**config.mk**
```make
export PLATFORM = sky130hd
export DESIGN_NAME = filtered_noise_synth_core
export DESIGN_NICKNAME = d
export VERILOG_FILES = /design/src/fns_pkg.sv /design/src/filtered_noise_synth_core.sv /design/src/fns_cfg.sv /design/src/fns_front.sv /design/src/fns_back.sv
export SDC_FILE = /design/constraint.sdc
export NUM_CORES = 2
export LEC_CHECK = 0
export ABC_CLOCK_PERIOD_IN_PS = 13200
export BUFFER_PORTS_ARGS = -buffer_cell sky130_fd_sc_hd__buf_4
export CAP_MARGIN = 20
export CORE_ASPECT_RATIO = 0.7
export CORE_MARGIN = 4
export CORE_UTILIZATION = 55
export CTS_CLUSTER_SIZE = 8
export DETAILED_ROUTE_END_ITERATION = 6
export PLACE_DENSITY = 0.71
export SYNTH_ARGS = -nofsm -noshare
export SYNTH_HDL_FRONTEND = slang
export SYNTH_SLANG_ARGS = --single-unit
```
**constraint.sdc**
```tcl
create_clock -name i_clk -period 13.2 [get_ports i_clk]
set_input_delay 0.66 -clock i_clk [delete_from_list [all_inputs] [get_ports i_clk]]
set_output_delay 0.66 -clock i_clk [all_outputs]
set_load 0.01 [all_outputs]
```
**src/fns_pkg.sv**
```systemverilog
// Shared types and constants for the filtered noise synthesizer.
// No dependencies; imported by every module of the block.
package fns_pkg;

    localparam logic [31:0] LCG_MUL     = 32'd1103515245;
    localparam logic [31:0] LCG_INC     = 32'd12345;
    localparam logic [23:0] TOTAL_RESET = 24'd1323000;
    localparam logic [31:0] SEED_RESET  = 32'd14;
    localparam logic [18:0] TRI_MID     = 19'h40000;
    localparam logic [23:0] ENV_CAP     = 24'h020000;
    localparam int          QDEPTH_DEF  = 2;

    // Register index, taken from paddr[2]
    localparam logic REG_TOTAL = 1'b0;
    localparam logic REG_SEED  = 1'b1;

    typedef struct packed {
        logic [23:0] total_frames;
        logic [31:0] seed_start;
    } t_cfg;

    typedef struct packed {
        logic valid;
        logic restart;
    } t_cmd;

    typedef struct packed {
        logic pop;
        logic in_out_state;
    } t_back_sts;

endpackage

```
**src/filtered_noise_synth_core.sv**
```systemverilog
// Top level of the filtered noise synthesizer.
// Depends on fns_pkg, fns_cfg, fns_front and fns_back.
//
// Usage:
//   Request channel (i_in_valid / o_in_stall, i_restart): each accepted item
//   asks for one audio sample; i_restart = 1 starts a new rendition first.
//   Result channel (o_out_valid / i_out_stall, o_sample, o_last_sample):
//   one signed 16-bit PCM sample per request, o_last_sample marks the final
//   sample of the rendition, after which the generator restarts by itself.
//   Registers (APB, pready always high): 0x0 total_frames, 0x4 seed_start.
//   Write them only while no request is in flight.
// Timing:
//   The back end finishes one item before it takes the next: the sample
//   sequencer walks the generator multiply, three filter updates and two
//   gain multiplies one per cycle. A request queue (QDEPTH entries) accepts
//   items while the back end works.
// Reset and stall:
//   Synchronous active-low reset loads the register defaults, clears the
//   filters, counter and queue, and drops o_out_valid. While the receiver
//   stalls, the sample is held and the sequencer waits at its final step;
//   requests keep queuing until the queue is full.
module filtered_noise_synth_core
    import fns_pkg::*;
#(
    parameter int QDEPTH = QDEPTH_DEF
)
(
    input  logic               i_clk,
    input  logic               i_rst_n,
    input  logic               i_in_valid,
    output logic               o_in_stall,
    input  logic               i_restart,
    output logic               o_out_valid,
    input  logic               i_out_stall,
    output logic signed [15:0] o_sample,
    output logic               o_last_sample,
    input  logic               psel,
    input  logic               penable,
    input  logic               pwrite,
    input  logic [2:0]         paddr,
    input  logic [31:0]        pwdata,
    output logic [31:0]        prdata,
    output logic               pready
);

    t_cfg      w_cfg;
    t_cmd      w_cmd;
    t_back_sts w_sts;

    fns_cfg u_cfg (
        .i_clk   (i_clk),
        .i_rst_n (i_rst_n),
        .psel    (psel),
        .penable (penable),
        .pwrite  (pwrite),
        .paddr   (paddr),
        .pwdata  (pwdata),
        .prdata  (prdata),
        .pready  (pready),
        .o_cfg   (w_cfg)
    );

    fns_front #(.QDEPTH(QDEPTH)) u_front (
        .i_clk      (i_clk),
        .i_rst_n    (i_rst_n),
        .i_in_valid (i_in_valid),
        .o_in_stall (o_in_stall),
        .i_restart  (i_restart),
        .i_pop      (w_sts.pop),
        .o_cmd      (w_cmd)
    );

    fns_back u_back (
        .i_clk         (i_clk),
        .i_rst_n       (i_rst_n),
        .i_cfg         (w_cfg),
        .i_cmd         (w_cmd),
        .o_sts         (w_sts),
        .o_out_valid   (o_out_valid),
        .i_out_stall   (i_out_stall),
        .o_sample      (o_sample),
        .o_last_sample (o_last_sample)
    );

    a_reset_clears_out: assert property (@(posedge i_clk)
        !i_rst_n |=> !o_out_valid)
        else $error("result valid after reset");

    a_pop_needs_item: assert property (@(posedge i_clk) disable iff (!i_rst_n)
        w_sts.pop |-> w_cmd.valid)
        else $error("back end popped an empty queue");

    a_result_from_final_step: assert property (@(posedge i_clk) disable iff (!i_rst_n)
        $rose(o_out_valid) |-> $past(w_sts.in_out_state))
        else $error("result raised outside the final step");

endmodule

```
**src/fns_cfg.sv**
```systemverilog
// APB-style register file: total_frames and seed_start.
// Depends on fns_pkg.
module fns_cfg
    import fns_pkg::*;
(
    input  logic        i_clk,
    input  logic        i_rst_n,
    input  logic        psel,
    input  logic        penable,
    input  logic        pwrite,
    input  logic [2:0]  paddr,
    input  logic [31:0] pwdata,
    output logic [31:0] prdata,
    output logic        pready,
    output t_cfg        o_cfg
);

    logic [23:0] r_total;
    logic [31:0] r_seed;
    logic        w_wr;

    assign pready = 1'b1;
    assign w_wr   = psel & penable & pwrite & pready;

    always_ff @(posedge i_clk) begin
        if (!i_rst_n) begin
            r_total <= TOTAL_RESET;
            r_seed  <= SEED_RESET;
        end else if (w_wr) begin
            unique case (paddr[2])
                REG_TOTAL: r_total <= pwdata[23:0];
                REG_SEED:  r_seed  <= pwdata;
                default:   r_seed  <= r_seed;
            endcase
        end
    end

    // paddr[1:0] address bytes within a word and are ignored
    always_comb begin
        unique case (paddr[2])
            REG_TOTAL: prdata = {8'd0, r_total};
            REG_SEED:  prdata = r_seed;
            default:   prdata = 32'd0;
        endcase
    end

    assign o_cfg.total_frames = r_total;
    assign o_cfg.seed_start   = r_seed;

endmodule

```
**src/fns_front.sv**
```systemverilog
// Front end: accepts request items and queues their restart flag.
// Depends on fns_pkg; feeds fns_back through a short queue.
module fns_front
    import fns_pkg::*;
#(
    parameter int QDEPTH = QDEPTH_DEF
)
(
    input  logic i_clk,
    input  logic i_rst_n,
    input  logic i_in_valid,
    output logic o_in_stall,
    input  logic i_restart,
    input  logic i_pop,
    output t_cmd o_cmd
);

    localparam int PW = (QDEPTH > 1) ? $clog2(QDEPTH) : 1;
    localparam int CW = $clog2(QDEPTH + 1);

    logic          r_mem [QDEPTH];
    logic [PW-1:0] r_wr_ptr, r_rd_ptr;
    logic [CW-1:0] r_count;
    logic          w_push, w_pop;

    assign o_in_stall = (r_count == CW'(QDEPTH));
    assign w_push     = i_in_valid & ~o_in_stall;
    assign w_pop      = i_pop & (r_count != '0);

    always_ff @(posedge i_clk) begin
        if (w_push) begin
            r_mem[r_wr_ptr] <= i_restart;
        end
    end

    always_ff @(posedge i_clk) begin
        if (!i_rst_n) begin
            r_wr_ptr <= '0;
            r_rd_ptr <= '0;
            r_count  <= '0;
        end else begin
            if (w_push) begin
                r_wr_ptr <= (r_wr_ptr == PW'(QDEPTH - 1)) ? '0 : r_wr_ptr + 1'b1;
            end
            if (w_pop) begin
                r_rd_ptr <= (r_rd_ptr == PW'(QDEPTH - 1)) ? '0 : r_rd_ptr + 1'b1;
            end
            if (w_push && !w_pop) begin
                r_count <= r_count + 1'b1;
            end else if (w_pop && !w_push) begin
                r_count <= r_count - 1'b1;
            end
        end
    end

    assign o_cmd.valid   = (r_count != '0);
    assign o_cmd.restart = r_mem[r_rd_ptr];

endmodule

```
**src/fns_back.sv**
```systemverilog
// Back end: noise generator, filter chain, triangle and envelope gain,
// output register. Depends on fns_pkg; takes items from fns_front.
module fns_back
    import fns_pkg::*;
(
    input  logic               i_clk,
    input  logic               i_rst_n,
    input  t_cfg               i_cfg,
    input  t_cmd               i_cmd,
    output t_back_sts          o_sts,
    output logic               o_out_valid,
    input  logic               i_out_stall,
    output logic signed [15:0] o_sample,
    output logic               o_last_sample
);

    typedef enum logic [8:0] {
        ST_IDLE = 9'b000000001,
        ST_LCG  = 9'b000000010,
        ST_P1   = 9'b000000100,
        ST_P2   = 9'b000001000,
        ST_P3   = 9'b000010000,
        ST_MUL1 = 9'b000100000,
        ST_SUB  = 9'b001000000,
        ST_ENV  = 9'b010000000,
        ST_OUT  = 9'b100000000
    } t_state;

    t_state r_state;

    logic [31:0]        r_noise, r_prod;
    logic [15:0]        r_p1, r_p2, r_p3;
    logic [23:0]        r_idx;
    logic [18:0]        r_tri;
    logic [17:0]        r_gain;
    logic               r_last;
    logic [16:0]        r_v;
    logic [17:0]        r_va;
    logic signed [36:0] r_m1, r_m2;
    logic               r_out_valid;
    logic [15:0]        r_sample;
    logic               r_out_last;

    logic [31:0]        w_noise;
    logic [15:0]        w_x;
    logic signed [16:0] w_d1, w_d2, w_d3, w_v;
    logic signed [16:0] w_s1, w_s2, w_s3;
    logic [16:0]        w_att;
    logic [24:0]        w_rem_full;
    logic [23:0]        w_rem, w_gmin;
    logic [18:0]        w_tri;
    logic [17:0]        w_gain;
    logic               w_last;
    logic               w_out_free;
    logic               w_load;

    assign w_out_free = ~r_out_valid | ~i_out_stall;
    assign w_load     = (r_state == ST_OUT) & w_out_free;

    // Noise: top half of the new generator value, recentered to signed
    assign w_noise = r_prod + LCG_INC;
    assign w_x     = {~w_noise[31], w_noise[30:16]};

    assign w_d1 = $signed({w_x[15], w_x}) - $signed({r_p1[15], r_p1});
    assign w_d2 = $signed({r_p1[15], r_p1}) - $signed({r_p2[15], r_p2});
    assign w_d3 = $signed({r_p2[15], r_p2}) - $signed({r_p3[15], r_p3});
    assign w_v  = w_d3;
    assign w_s1 = w_d1 >>> 7;
    assign w_s2 = w_d2 >>> 8;
    assign w_s3 = w_d3 >>> 11;

    assign w_att = r_m1[36:20];

    // Triangle magnitude |(i mod 2^19) - 2^18|
    assign w_tri = r_idx[18] ? {1'b0, r_idx[17:0]} : TRI_MID - {1'b0, r_idx[17:0]};

    // Envelope: min(i, max(total - i, 0)), capped
    assign w_rem_full = {1'b0, i_cfg.total_frames} - {1'b0, r_idx};
    assign w_rem      = w_rem_full[24] ? 24'd0 : w_rem_full[23:0];
    assign w_gmin     = (r_idx < w_rem) ? r_idx : w_rem;
    assign w_gain     = (w_gmin > ENV_CAP) ? ENV_CAP[17:0] : w_gmin[17:0];
    assign w_last     = ({1'b0, r_idx} + 25'd1) >= {1'b0, i_cfg.total_frames};

    always_ff @(posedge i_clk) begin
        if (!i_rst_n) begin
            r_state     <= ST_IDLE;
            r_out_valid <= 1'b0;
            r_noise     <= SEED_RESET;
            r_p1        <= '0;
            r_p2        <= '0;
            r_p3        <= '0;
            r_idx       <= '0;
        end else begin
            if (w_load) begin
                r_out_valid <= 1'b1;
            end else if (r_out_valid && !i_out_stall) begin
                r_out_valid <= 1'b0;
            end
            unique case (r_state)
                ST_IDLE: begin
                    if (i_cmd.valid) begin
                        if (i_cmd.restart) begin
                            r_noise <= i_cfg.seed_start;
                            r_p1    <= '0;
                            r_p2    <= '0;
                            r_p3    <= '0;
                            r_idx   <= '0;
                        end
                        r_state <= ST_LCG;
                    end
                end
                ST_LCG: begin
                    r_prod  <= r_noise * LCG_MUL;
                    r_state <= ST_P1;
                end
                ST_P1: begin
                    r_noise <= w_noise;
                    r_p1    <= r_p1 + w_s1[15:0];
                    r_state <= ST_P2;
                end
                ST_P2: begin
                    r_p2    <= r_p2 + w_s2[15:0];
                    r_tri   <= w_tri;
                    r_gain  <= w_gain;
                    r_last  <= w_last;
                    r_state <= ST_P3;
                end
                ST_P3: begin
                    r_p3    <= r_p3 + w_s3[15:0];
                    r_state <= ST_MUL1;
                end
                ST_MUL1: begin
                    r_v     <= w_v;
                    r_m1    <= w_v * $signed({1'b0, r_tri});
                    r_state <= ST_SUB;
                end
                ST_SUB: begin
                    r_va    <= {r_v[16], r_v} - {w_att[16], w_att};
                    r_state <= ST_ENV;
                end
                ST_ENV: begin
                    r_m2    <= $signed(r_va) * $signed({1'b0, r_gain});
                    r_state <= ST_OUT;
                end
                ST_OUT: begin
                    // hold here until the output register frees up
                    if (w_out_free) begin
                        r_sample    <= {r_m2[29:17], 3'b000};
                        r_out_last  <= r_last;
                        if (r_last) begin
                            r_noise <= i_cfg.seed_start;
                            r_p1    <= '0;
                            r_p2    <= '0;
                            r_p3    <= '0;
                            r_idx   <= '0;
                        end else begin
                            r_idx <= r_idx + 1'b1;
                        end
                        r_state <= ST_IDLE;
                    end
                end
                default: r_state <= ST_IDLE;
            endcase
        end
    end

    assign o_sts.pop          = (r_state == ST_IDLE) & i_cmd.valid;
    assign o_sts.in_out_state = (r_state == ST_OUT);

    assign o_out_valid   = r_out_valid;
    assign o_sample      = r_sample;
    assign o_last_sample = r_out_last;

endmodule

```
==> results_dict.tcl <==
set metrics [dict create \
    grt_overflow_total 0 \
    clkTransAtPathRegs_ns 0.06 \
    crit_path_frequent_cell "sky130_fd_sc_hd__fa_1" \
    rows 90 \
    tightestPinTransition_ns 1.139 \
    grt_max_degree 79 \
    final_util_pct 59.05 \
    stdcell_count 6512 \
    first_iter_violations 3439 \
    drt_pass1_iterations 5 \
    timing.hold.worst.class "input pin to flip-flop" \
    cp.required_ns 13.54 \
    layout_setup_ws_ns 3.484 \
    postCtsSetupRepairBufs 0 \
    ys_types 78 \
    number_of_buffers_added_by_the_clock_tree_synthesis_step 47 \
    post_synthesis_instance_area_um2 47860 \
    area_delta_synth_final_pct 6.437 \
    timing_worst_setup_path_type "flip-flop to flip-flop" \
    worst_setup_path_end_kind "flip-flop" \
    worstSkewPairLatency_ns 0.61 \
    grt_pass1_vias 36720 \
    ant_nets 0 \
    multi_input_comb_area_um2 35010 \
    io_pins 95 \
    met3WireLength_um 15140 \
    place.port_buffers 88 \
    fin_crit_ns 9.716 \
    max-vdd-ir-drop_mv 0.3171 \
    ctsHtreeMaxLevel 2 \
    yosysWarnings 0 \
    ff_latch_area_um2 8038 \
    routed_wl_um 127000 \
    cts_hold_buffers 0 \
    detail_route.vias_per_cell 5.591 \
    synthesis.area_per_instance_um2 8.954 \
    route.vias.total 36410 \
    grt_antenna_before_repair 5 \
    cp_data_arrival_time_ns 10.05 \
    max_freq_mhz 102.9 \
    die-width_um 360.6 \
    finalSetupViolations 0 \
    final.period_utilization_pct 73.61 \
    cts_tree "done" \
    max_stage_delay_ns 0.88 \
    yosys_register_bits 326 \
    finClkSkew_ns 0.03136 \
    postLayoutCellArea_um2 50940 \
    critical_path_cell_with_the_highest_stage_delay "sky130_fd_sc_hd__xor2_1" \
    synthesis.instances 5345 \
    async_set_or_reset_flop_fraction_in_the_synthesized_netlist_pct 0 \
    die_height_um 254.8 \
    worst_hold_slack_ns 0.2356 \
    rsz0062_at_grt "no" \
    floorplan.initialDensity_pct 55.48 \
    gp_routability_congestion 1.015 \
    edff_count_synth 151 \
    worstPathBufferInverterCount 6 \
    clk_root_buffer_cell "sky130_fd_sc_hd__clkbuf_16" \
    dp_worst_setup_slack_ns 3.521 \
    mostFrequentLayoutCells "1103 x sky130_fd_sc_hd__inv_1, 694 x sky130_fd_sc_hd__fa_1, 656 x sky130_fd_sc_hd__nand2_1" \
    dpl_cell_area_um2 49580 \
    route.layer.met1.wl_um 57800 \
    number_of_fillers_in_the_final_layout 7531 \
    finalHoldViolations 0 \
    first_pass_grt_wire_length_um 204400 \
    post-place-cells 6430 \
    tritoncts_num_sinks 326 \
    hpwl_um 101200 \
    status "finished clean" \
    cts-resized-gates 0 \
    clockBufferDepth 3 \
    fin_nets 6645 \
    pwr_density_cell_nw_per_um2 109.2 \
    count_of_pins_over_their_slew_limit 0 \
    wl_per_cell_um 19.50 \
    max_cap_violations 0 \
    core_area_um2 86260 \
    routed.top_layer "met5" \
    wl_met2_um 51220 \
    detail_route.drc_violations 0 \
    global_route.usage.total_pct 28.24 \
    power.leakage_nw 24.96 \
    top_fanout_value_on_the_critical_path 15 \
    drive_above_1_share_pct 4.328 \
    p_total_mw 5.563 \
    ys_seq_area_share_pct 16.80 \
    die_area_um2 91870 \
    start_kind "flip-flop" \
    synth_flop_cell "sky130_fd_sc_hd__dfxtp_1" \
    crit_family "adder cells" \
    slew_headroom_pct 23.83 \
    setup_tns_ns 0 \
    layout_commonest_cell "sky130_fd_sc_hd__inv_1" \
]
==> routing by layer <==
layer | track usage [%] | vias to the layer above
met1 | 42.38 | 17850
met4 | 5.760 | 3
met5 | 1.257 | -
met3 | 8.143 | 178
li1 | - | 16850
met2 | 40.65 | 1528
==> layout make-up <==
class,count,share of cell area [%]
clock inverters,4,0.1179
flip-flops and latches,326,15.78
well taps,1150,2.825
multi-input cells,3724,68.74
clock buffers,76,2.542
repair buffers,125,1.837
diodes,1,0.004913
inverters,1106,8.153
==> worst paths after layout <==
| kind | slack, ns | start | to | cells after the start |
|---|---|---|---|---|
| min reg2reg | 0.42 | u_back.r_m2[26] | u_back.o_sample[12] | 0 |
| max | 3.48 | u_back.r_p2[0] | u_back.r_m1[36] | 35 |
| max reg2reg | 3.48 | u_back.r_p2[0] | u_back.r_m1[36] | 35 |
| min | 0.24 | i_restart | u_front.r_mem[0] | 1 |
==> logic make-up (layout without fill, tap and decap cells) <==
group           after synthesis  count (layout)  share of synthesized area [%]
compound gates              664             664                          9.101
xor+xnor                    235             235                          4.301
fa+ha+maj                  1272            1272                          44.14
buf+inv                    1297            1311                          10.25
flops                       326             326                          16.80
mux                          14              14                         0.3007
other cells                   2               5                        0.01569
simple gates               1535            1535                          15.09
==> power breakdown <==
group          switching, mW  internal (mW)  total [mW]
logic                   1.90           1.25        3.15
registers             0.0526           1.21        1.26
clock network          0.485          0.667        1.15
==> cell usage after synthesis, drive strengths merged, types with 15 or more instances <==
| cell type | n | area, µm² |
|---|---|---|
| a211oi | 19 | 142.6 |
| a21boi | 60 | 450.4 |
| a21o | 66 | 495.5 |
| a21oi | 170 | 858.3 |
| a22oi | 55 | 412.9 |
| a31oi | 17 | 106.4 |
| and2 | 211 | 1321 |
| and3 | 23 | 148.9 |
| clkbuf | 182 | 683.2 |
| dfxtp | 175 | 3503 |
| edfxtp | 151 | 4534 |
| fa | 694 | 13890 |
| ha | 578 | 7232 |
| inv | 1104 | 4144 |
| nand2 | 656 | 2462 |
| nand2b | 34 | 212.7 |
| nand3 | 69 | 345.3 |
| nand4 | 21 | 131.4 |
| nor2 | 290 | 1159 |
| nor2b | 67 | 419.2 |
| nor3 | 67 | 335.3 |
| nor4 | 15 | 93.84 |
| o211ai | 32 | 240.2 |
| o21a | 34 | 255.2 |
| o21ai | 124 | 620.6 |
| or3 | 27 | 168.9 |
| xnor2 | 189 | 1655 |
| xor2 | 46 | 402.9 |
==> flip-flops by register name (all words and copies together), names as in the netlist, 9 cells and up, named ones only <==
name	count
u_back.r_p1	16
u_back.r_p2	16
u_back.r_noise	32
u_back.o_sample	13
u_back.r_v	17
u_back.r_state	9
u_back.r_m1	17
u_back.r_gain	18
u_back.r_p3	16
u_back.r_va	18
u_back.r_prod	32
u_back.r_tri	19
u_cfg.r_seed	32
u_cfg.r_total	24
u_back.r_idx	24
u_back.r_m2	13
==> worst register-to-register path, delay by kind of cell (launching register included) <==
kind                     cells  cell delay [ns]
adder cells (fa/ha/maj)      9             4.01
AO/OA/AOI/OAI               12             2.33
XOR/XNOR                     2             1.01
AND/OR/NAND/NOR              6             0.94
buffers and inverters        6             0.79
flip-flops                   1             0.37
Power figures use the tool's default switching activity.
